**config.mk**
```make
export PLATFORM = sky130hd
export DESIGN_NAME = swcms_ctrl
export DESIGN_NICKNAME = d
export VERILOG_FILES = /design/src/swcms_pkg.sv /design/src/swcms_ctrl.sv
export SDC_FILE = /design/constraint.sdc
export NUM_CORES = 1
export LEC_CHECK = 0
export BUFFER_PORTS_ARGS = -buffer_cell sky130_fd_sc_hd__buf_2
export CAP_MARGIN = 30
export CORE_MARGIN = 4
export CORE_UTILIZATION = 45
export DETAILED_ROUTE_END_ITERATION = 12
export PLACE_DENSITY = 0.82
export SLEW_MARGIN = 25
export SYNTH_ARGS = -nofsm -noshare
export SYNTH_HDL_FRONTEND = slang
export SYNTH_SLANG_ARGS = --single-unit
```
**constraint.sdc**
```tcl
create_clock -name aclk -period 2 [get_ports aclk]
set_input_delay 0.2 -clock aclk [delete_from_list [all_inputs] [get_ports aclk]]
set_output_delay 0.2 -clock aclk [all_outputs]
set_load 0.005 [all_outputs]
```
**src/swcms_pkg.sv**
```systemverilog
// Shared types and constants of the sliding window count-min sketch.
// No dependencies; imported by every module of the block.
package swcms_pkg;

    localparam int MAX_ROWS   = 8;
    localparam int IDX_W      = 15;
    localparam int CNT_W      = 16;
    localparam int CFG_W      = 21;
    localparam int TIME_W     = 31;
    localparam int GRP_BITS   = 6;
    localparam int MOD_STEPS  = 6;
    localparam int DIVD_W     = 34;
    localparam int CFG_IDX_W  = 8;
    localparam int S_DATA_W   = 168;

    localparam logic [CNT_W-1:0]     CNT_CAP          = 16'h8000;
    localparam logic [CFG_IDX_W-1:0] REG_WINDOW_SIZE  = 8'd0;
    localparam logic [CFG_IDX_W-1:0] REG_FLUSH_PERIOD = 8'd1;
    localparam logic [CFG_W-1:0]     WINDOW_RESET     = 21'd1024;
    localparam logic [CFG_W-1:0]     PERIOD_RESET     = 21'd2048;

    typedef enum logic {
        KIND_INSERT = 1'b0,
        KIND_QUERY  = 1'b1
    } kind_t;

    typedef struct packed {
        logic load_item;
        logic row_first;
        logic row_next;
        logic mod_load;
        logic mod_step;
        logic off_quo;
        logic off_rem;
        logic off_frac;
        logic off_sum;
        logic div_t_start;
        logic add_t;
        logic stamp_rd;
        logic stamp_wr;
        logic gclr_first;
        logic gclr_wr;
        logic ctr_rd;
        logic ctr_wr;
        logic min_upd;
        logic sweep_wr;
        logic out_load;
    } swcms_cmd_t;

    typedef struct packed {
        logic div_busy;
        logic mod_last;
        logic row_last;
        logic clr_last;
        logic sweep_last;
        logic stamp_diff;
        logic age_ok;
        logic is_query;
        logic out_free;
    } swcms_sts_t;

endpackage

```
**src/swcms_ctrl.sv**
```systemverilog
// Sequencer of the sketch: walks each accepted item through the rows.
// Depends on swcms_pkg; drives swcms_dp through the command struct.
module swcms_ctrl (
    input  logic                  aclk,
    input  logic                  aresetn,
    input  logic                  s_tvalid,
    output logic                  s_tready,
    input  swcms_pkg::swcms_sts_t sts,
    output swcms_pkg::swcms_cmd_t cmd
);
    import swcms_pkg::*;

    typedef enum logic [4:0] {
        ST_CLEAR, ST_IDLE, ST_LOAD, ST_MOD, ST_OFFQ, ST_OFFR, ST_OFFF, ST_OFFS, ST_ADD,
        ST_DIVT, ST_DIVT_WAIT, ST_DECIDE, ST_STAMP_RD, ST_STAMP_CHK, ST_GCLR,
        ST_CTR_RD, ST_CTR_UPD
    } state_t;

    state_t state_reg, state_next;
    logic   s_tready_reg;
    logic   row_done;

    always_comb begin
        cmd        = '0;
        state_next = state_reg;
        row_done   = 1'b0;
        case (state_reg)
            ST_CLEAR: begin
                cmd.sweep_wr = 1'b1;
                if (sts.sweep_last) state_next = ST_IDLE;
            end
            ST_IDLE: begin
                if (s_tvalid && s_tready_reg) begin
                    cmd.load_item = 1'b1;
                    cmd.row_first = 1'b1;
                    state_next    = ST_LOAD;
                end
            end
            ST_LOAD: begin
                cmd.mod_load = 1'b1;
                state_next   = ST_MOD;
            end
            ST_MOD: begin
                cmd.mod_step = 1'b1;
                if (sts.mod_last) state_next = ST_OFFQ;
            end
            ST_OFFQ: begin
                cmd.off_quo = 1'b1;
                state_next  = ST_OFFR;
            end
            ST_OFFR: begin
                cmd.off_rem = 1'b1;
                state_next  = ST_OFFF;
            end
            ST_OFFF: begin
                cmd.off_frac = 1'b1;
                state_next   = ST_OFFS;
            end
            ST_OFFS: begin
                cmd.off_sum = 1'b1;
                state_next  = ST_ADD;
            end
            ST_ADD: begin
                cmd.add_t  = 1'b1;
                state_next = ST_DIVT;
            end
            ST_DIVT: begin
                cmd.div_t_start = 1'b1;
                state_next      = ST_DIVT_WAIT;
            end
            ST_DIVT_WAIT: if (!sts.div_busy) state_next = ST_DECIDE;
            ST_DECIDE: begin
                if (!sts.is_query) state_next = ST_STAMP_RD;
                else if (sts.age_ok) state_next = ST_CTR_RD;
                else row_done = 1'b1;
            end
            ST_STAMP_RD: begin
                cmd.stamp_rd = 1'b1;
                state_next   = ST_STAMP_CHK;
            end
            ST_STAMP_CHK: begin
                if (sts.stamp_diff) begin
                    cmd.stamp_wr   = 1'b1;
                    cmd.gclr_first = 1'b1;
                    state_next     = ST_GCLR;
                end else begin
                    state_next = ST_CTR_RD;
                end
            end
            ST_GCLR: begin
                cmd.gclr_wr = 1'b1;
                if (sts.clr_last) state_next = ST_CTR_RD;
            end
            ST_CTR_RD: begin
                cmd.ctr_rd = 1'b1;
                state_next = ST_CTR_UPD;
            end
            ST_CTR_UPD: begin
                if (sts.is_query) cmd.min_upd = 1'b1;
                else cmd.ctr_wr = 1'b1;
                row_done = 1'b1;
            end
            default: state_next = ST_CLEAR;
        endcase

        // end of a row: next row, or hand the result over
        if (row_done) begin
            if (!sts.row_last) begin
                cmd.row_next = 1'b1;
                state_next   = ST_LOAD;
            end else if (!sts.is_query) begin
                state_next = ST_IDLE;
            end else if (sts.out_free) begin
                cmd.out_load = 1'b1;
                state_next   = ST_IDLE;
            end else begin
                state_next = state_reg;
            end
        end
    end

    always_ff @(posedge aclk) begin
        if (!aresetn) begin
            state_reg    <= ST_CLEAR;
            s_tready_reg <= 1'b0;
        end else begin
            state_reg    <= state_next;
            s_tready_reg <= (state_next == ST_IDLE);
        end
    end

    assign s_tready = s_tready_reg;

endmodule

```
Yosys cells after proc, flatten, opt, wreduce, memory -nomap -nowiden
Index checks and enable logic that the tools add are counted.
- register bits after elaboration: 6
- output and inout bits: 21
- word-level logic and storage cells: 62
- eq/ne operators: 17
- mux-type cells: 41
- reductions and logical operators: 2
- operator list (operator ; number):
    $pmux 5 s17 ; 1
    $mux 5 ; 11
    $eq 5x4->1 const B ; 8
    $mux 1 ; 23
    $eq 5x3->1 const B ; 4
    $eq 5x1->1 const B ; 2
    $eq 5x2->1 const B ; 2
    $mux 2 ; 5
    $eq 5x5->1 const B ; 1
    $logic_not 5->1 ; 1
    $pmux 1 s2 ; 1
    $logic_and 1x1->1 ; 1

Depth between registers and ports, before layout
Gate-level depths: netlist of the first run.
- depth in word-level cells: 5
- mapped depth: 6

Least setup slack after synthesis of the first run
Ideal clock, no wire load.
- path type: reg-to-output
- from: reg state_reg[3]
- to: out cmd[19] in the netlist's numbering
- data arrival time: 1.491 ns
- cell stages (with the launch flop): 6
- data required time: 1.800 ns
- setup slack: 0.309 ns
- cells stage by stage: dfxtp_1 > buf_4 > or2_2 > clkbuf_1 > nor4_1 > buf_4
- RTL lines (what ; line ; RTL):
    start, declared ; swcms_ctrl.sv:19 ; state_t state_reg, state_next;
    start signal, assigned ; swcms_ctrl.sv:127 ; state_reg <= state_next;
    end, declared ; swcms_ctrl.sv:9 ; output swcms_pkg::swcms_cmd_t cmd

==> qor.csv, run 1 <==
stage,metric,value,unit
clocking,cts_buffer_depth,2,
min_path,min_to,state_reg[1],
timing,skew,1.97,ps
job,maxCapViolations,0,
global_routing,grt_first_pass_wirelength,2.90,mm
drt,routed-via-count,792,
finish,largest_reg_flops,5,
drt,drc_errors,0,
place,numPortBuffers,32,
timing,hold_violations,0,
floorplanning,chipHeight,47,µm
timing,worst_pin_slew,368,ps
logic_synthesis,synthMuxAreaShare,0,%
worst_setup_path,cp.required,1800,ps
worst_setup_path,crit_fanout,8,
logic_synthesis,yosysTopAreaCell,dfxtp_1,
logic_synthesis,synth_seq_area_share,17.6,%
clocking,clock_sinks,6,
clocking,clk_latency,250,ps
drt,antenna_left,0,
finish,finish.utilization,64.2,%
logic_synthesis,yosysUniqueCellTypes,42,
worst_setup_path,r2r_start,state_reg[2],
worst_setup_path,worstReg2RegEnd,s_tready,
worst_setup_path,crit_arrival,1720,ps
drt,wl_met1,875,µm
finish,layout.nets,140,
status,run_status,"finished, final reports clean",
drt,route.met3.wl,180,µm
worst_setup_path,reg2reg_depth,6,
logic_synthesis,synth_nets,105,
logic_synthesis,synth-xor-area-share,1.28,%
floorplanning,num_rows,13,
pwr,powerDensity,402,nW/µm²
logic_synthesis,synth_top_flop_cell,dfxtp_1,
logic_synthesis,synth-seq-cells,6,
floorplanning,fp.dieArea,2210,µm²
place,place_ws,187,ps
logic_synthesis,yosys_warnings,0,
logic_synthesis,syn_inst,93,
drt,wl_met2,835,µm
floorplanning,start_util,50.1,%
worst_setup_path,path_class,flop to primary output,
timing,finalCriticalPeriod,1920,ps
timing,fin_ws,82.9,ps
pwr,p_sw,113,µW
pwr,clockPowerShare,34.8,%
drt,drt_iter0_markers,19,
logic_synthesis,avgSynthCellArea,7.36,µm²
logic_synthesis,synth_compound_area_share,27.2,%
global_routing,grt_pass1_vias,687,
global_routing,grt_overflow,0,
drt,wl,1.92,mm
finish,syn_to_final_growth,28.2,%
global_routing,grt.total_usage,18.2,%
place,place_area,837,µm²
drt,vias_per_cell,5.62,
pwr,comb_power_share,25.2,%
finish,drive_gt1_share,46.0,%
timing,rsz0062_at_grt,no,
clocking,cts_buffers,3,
logic_synthesis,synth-simple-area-share,42.4,%
pwr,p_seq_share,40.0,%
logic_synthesis,syn-cell-area,684,µm²
timing,holdWs,245,ps
timing,post-route-period-util,95.9,%
clocking,cts_root_buf,clkbuf_4,
pwr,p_int,240,µW
timing,finalSetupTns,0,ps
timing,maxClockFrequency,522,MHz
floorplanning,io_pins,33,
floorplanning,die_width,47,µm
place,place_congestion,0.881,
logic_synthesis,synth_top_cell_area_share,17.6,%
timing,slew_headroom,74.9,%
floorplanning,core_area,1370,µm²
place,dp_hpwl,1.52,mm
clocking,clkSlewWorstSetupHoldPaths,50,ps
timing,setup_viol,0,
finish,final_area,877,µm²
drt,drt_first_pass_iters,4,
worst_setup_path,ff2ff_setup_slack,180,ps
logic_synthesis,synth-async-reset-ratio,0,%
logic_synthesis,synth_fa_ha_area_share,0,%
min_path,worstHoldStart,aresetn,
drt,detail_route.wl_per_cell,13.6,µm
worst_setup_path,crit_path_start_kind,flop,
min_path,hold_path.class,primary input to flop,
pwr,power_leakage,0.000454,µW
clocking,ctsHtreeMaxLevel,1,
global_routing,grt_start_max_net_pins,13,
min_path,worstHoldPathCells,2,
pwr,ir_worst_vdd,0.272,mV
timing,finalMaxSlewViolations,0,
drt,top_layer,met4,
logic_synthesis,synth-edff-count,0,
clocking,ctsHoldBuffers,0,
finish,n_antenna_cell,0,
pwr,swShare,32.0,%
logic_synthesis,synth.area.top_cells,"dfxtp_1 (18%), nor2_1 (9.3%), nor3_1 (4.4%)",
global_routing,antenna_found_initial,0,
worst_setup_path,cp-end-kind,primary output,
logic_synthesis,synth_top_family_by_area,simple AND/OR/NAND/NOR gates,
clocking,cts_tree,built,
kinds of logic after synthesis:
family | after synthesis
AND/OR/NAND/NOR | 52
XOR/XNOR | 1
AO/OA/AOI/OAI | 22
flip-flops | 6
buffers and inverters | 12
cell usage after synthesis, drive strengths merged, types with 2 or more instances:
cell type,number
nand2b,3
a21oi,5
a2111oi,3
nand2,5
buf,5
nor3b,2
clkbuf,3
and3,2
a21boi,2
o22ai,2
inv,4
nand3,2
a22o,2
or3,2
nor3,6
dfxtp,6
nor2,18
nor4,2
and2,5
area by class of cell:
| cell class | count | area [µm²] |
|---|---|---|
| timing repair buffer | 38 | 205 |
| tap | 15 | 18.8 |
| fill | 127 | 489 |
| multi-input combinational | 75 | 492 |
| inverter | 4 | 15.0 |
| clock buffer | 3 | 22.5 |
| sequential | 6 | 124 |
metrics by stage:
stage                     total power, µW  std cells
after floorplan                       197         93
after global placement                227        137
after detailed placement              229        137
after CTS                             346        140
after global routing                  370        141
final                                 352        141
routing by layer:
| metal | GRT usage [%] | vias to the layer above |
|---|---|---|
| met1 | 22.8 | 357 |
| met4 | 4.97 | 0 |
| li1 | - | 397 |
| met3 | 3.45 | 4 |
| met5 | 0 | - |
| met2 | 31.7 | 34 |
what timing repair did:
| action | in CTS | in global routing |
|---|---|---|
| setup buffers | 0 | 1 |
| setup endpoints to repair | 1 | 2 |
| pin swaps | 0 | 1 |
| resized for setup | 1 | 4 |
cell usage in the layout (no fill, tap or decap), drive strengths merged, types with 2 or more instances in the layout:
cell,n
buf,38
nor2,18
nor3,6
dfxtp,6
nand2,5
a21oi,5
and2,5
inv,4
nand2b,3
clkbuf,3
a2111oi,3
nand3,2
nor4,2
a21boi,2
o22ai,2
or3,2
nor3b,2
and3,2
a22o,2
how the worst max path moves through the flow:
stage,start,endpoint,slack (ps),depth (start not counted)
2_1_floorplan,state_reg[3],cmd[19],310,5
3_3_place_gp,state_reg[1],s_tready,220,5
3_5_place_dp,state_reg[0],s_tready,190,5
4_1_cts,state_reg[3],cmd[0],10,5
5_1_grt,state_reg[2],cmd[0],10,5
6_report,state_reg[2],cmd[0],80,5
power groups by stage:
stage | sequential, µW | clock, µW | combinational [µW]
final | 141 | 123 | 88.9
after global routing | 142 | 128 | 99.3
after CTS | 140 | 118 | 87.7
after detailed placement | 142 | 0 | 87.2
after global placement | 141 | 0 | 85.8
after floorplan | 135 | 0 | 62.3
critical path: stages (launching register included):
cell and delay, ps:
dfxtp_1 380, or3_4 440, nor3b_4 220, o21a_2 160
and3_2 170, buf_2 100
Power figures use the tool's default switching activity.
==> inputs of run 2 (changes only) <==
--- a/config.mk
+++ b/config.mk
@@ -10,8 +10,8 @@
 export CORE_MARGIN = 4
 export CORE_UTILIZATION = 45
 export DETAILED_ROUTE_END_ITERATION = 12
-export PLACE_DENSITY = 0.82
-export SLEW_MARGIN = 25
+export PLACE_DENSITY = 0.78
+export SLEW_MARGIN = 15
 export SYNTH_ARGS = -nofsm -noshare
 export SYNTH_HDL_FRONTEND = slang
 export SYNTH_SLANG_ARGS = --single-unit
==> qor.csv, run 2 (same netlist as run 1, synthesis figures left out) <==
stage,metric,value,unit
timing,slew_headroom,70.9,%
clocking,cts_root_buf,clkbuf_4,
drt,vias_per_cell,5.61,
floorplanning,core_area,1370,µm²
timing,post-route-period-util,99.4,%
timing,setup_viol,0,
worst_setup_path,crit_fanout,8,
worst_setup_path,cp.required,1800,ps
global_routing,grt_start_max_net_pins,13,
global_routing,grt_first_pass_wirelength,2.93,mm
place,numPortBuffers,32,
job,maxCapViolations,0,
global_routing,grt.total_usage,18.6,%
drt,routed-via-count,797,
worst_setup_path,reg2reg_depth,5,
drt,drt_first_pass_iters,4,
global_routing,grt_use_met3,2.68,%
floorplanning,chipHeight,47,µm
pwr,p_sw,98.4,µW
timing,worst_pin_slew,433,ps
min_path,hold_path.class,primary input to flop,
floorplanning,num_rows,13,
pwr,power_leakage,0.000458,µW
global_routing,grt_util_met2,29.5,%
timing,skew,2.63,ps
min_path,min_to,state_reg[3],
global_routing,grt_use_met1,25.6,%
timing,holdWs,249,ps
pwr,clockPowerShare,31.6,%
finish,syn_to_final_growth,29.1,%
clocking,clk_latency,240,ps
drt,detail_route.wl_per_cell,13.8,µm
finish,final_common_cell,buf_2,
clocking,ctsHtreeMaxLevel,1,
finish,layout_common_cells,"buf_2 (32), nor2_1 (17), buf_4 (7)",
clocking,clock_sinks,6,
drt,antenna_left,0,
global_routing,grt_pass1_vias,659,
timing,hold_violations,0,
timing,finalMaxSlewViolations,0,
min_path,worstHoldPathCells,2,
worst_setup_path,crit_path_start_kind,flop,
pwr,finalPower,337,µW
place,dp_hpwl,1.52,mm
pwr,p_int,239,µW
timing,finalCriticalPeriod,1990,ps
clocking,cts_tree,built,
min_path,worstHoldStart,aresetn,
worst_setup_path,cp-end-kind,primary output,
worst_setup_path,crit_arrival,1790,ps
floorplanning,fp.dieArea,2210,µm²
status,run_status,"finished, final reports clean",
worst_setup_path,r2r_start,state_reg[4],
pwr,comb_power_share,27.2,%
clocking,clkSlewWorstSetupHoldPaths,40,ps
pwr,p_seq_share,41.2,%
floorplanning,start_util,50.1,%
finish,drive_gt1_share,46.5,%
clocking,ctsHoldBuffers,0,
drt,drc_errors,0,
finish,layout.nets,141,
clocking,cts_buffers,3,
finish,n_antenna_cell,0,
clocking,cts_buffer_depth,2,
global_routing,busiest_layer,met2,
place,place_congestion,0.913,
floorplanning,die_width,47,µm
worst_setup_path,path_class,flop to primary output,
drt,drt_iter0_markers,29,
pwr,swShare,29.2,%
global_routing,antenna_found_initial,0,
pwr,ir_worst_vdd,0.237,mV
timing,maxClockFrequency,503,MHz
finish,largest_reg_flops,5,
global_routing,grt_overflow,0,
floorplanning,io_pins,33,
pwr,powerDensity,382,nW/µm²
worst_setup_path,ff2ff_setup_slack,150,ps
drt,wl,1.95,mm
finish,nFillCells,131,
worst_setup_path,worstReg2RegEnd,s_tready,
==> run 2: cell count changes in the layout (fill, tap and decap cells not counted) <==
cell,change
a2111oi_0,+1
a2111oi_1,-1
buf_4,+1
==> run 2: worst max-delay path by stage <==
stage,from,endpoint,slack [ps],cells after the start
final,state_reg[2],cmd[0],10,5
after global routing,state_reg[2],cmd[0],-40,5
after CTS,state_reg[2],cmd[0],2,5
after detailed placement,state_reg[1],s_tready,160,5
after global placement,state_reg[1],s_tready,180,5
after floorplan,state_reg[3],cmd[19],310,5
==> run 2: power groups by stage <==
stage	Sequential (µW)	Combinational (µW)	Clock, µW
2_1_floorplan	135	62.3	0
3_3_place_gp	140	89.2	0
3_5_place_dp	140	91.1	0
4_1_cts	138	91.3	110
5_1_grt	139	101	119
6_report	139	91.9	107
==> run 2: layer usage <==
metal	vias to the layer above	share of wire, %	routed length (µm)
met1	357	44	865
met4	0	0	0
li1	402	-	-
met5	-	0	0
met3	0	7.6	149
met2	38	48	939
==> run 2: timing repair <==
action | CTS | global route
endpoints found under the hold margin | 0 | 0
setup endpoints to repair | 0 | 1
setup buffers | 0 | 2
resized for setup | 0 | 4
==> run 2: cell type report <==
class / instances / area, µm² / area share [%]
Timing Repair Buffer: 39 / 213 / 24.1
Inverter: 4 / 15.0 / 1.70
Multi-Input combinational cell: 75 / 490 / 55.5
Clock buffer: 3 / 22.5 / 2.55
Tap cell: 15 / 18.8 / 2.12
Sequential cell: 6 / 124 / 14.0
==> run 2: metrics by stage <==
| stage | TNS [ps] | std cells | utilization [%] | setup WS (ps) | instance area, µm² |
|---|---|---|---|---|---|
| 3_5_place_dp | 0 | 137 | 61.3 | 161 | 837 |
| 2_1_floorplan | 0 | 93 | - | 309 | 684 |
| 6_report | 0 | 142 | 64.7 | 12.8 | 883 |
| 5_1_grt | -44.1 | 142 | 64.7 | -44.1 | 883 |
| 3_3_place_gp | 0 | 137 | 61.3 | 178 | 837 |
| 4_1_cts | 0 | 140 | 62.9 | 2.31 | 860 |
==> run 2: worst max-delay path, stage by stage (launching register included) <==
cell and delay [ps]:
dfxtp_2 360, or3_4 420, nor3b_4 260, o21a_2 220, and3_2 180, buf_2 100
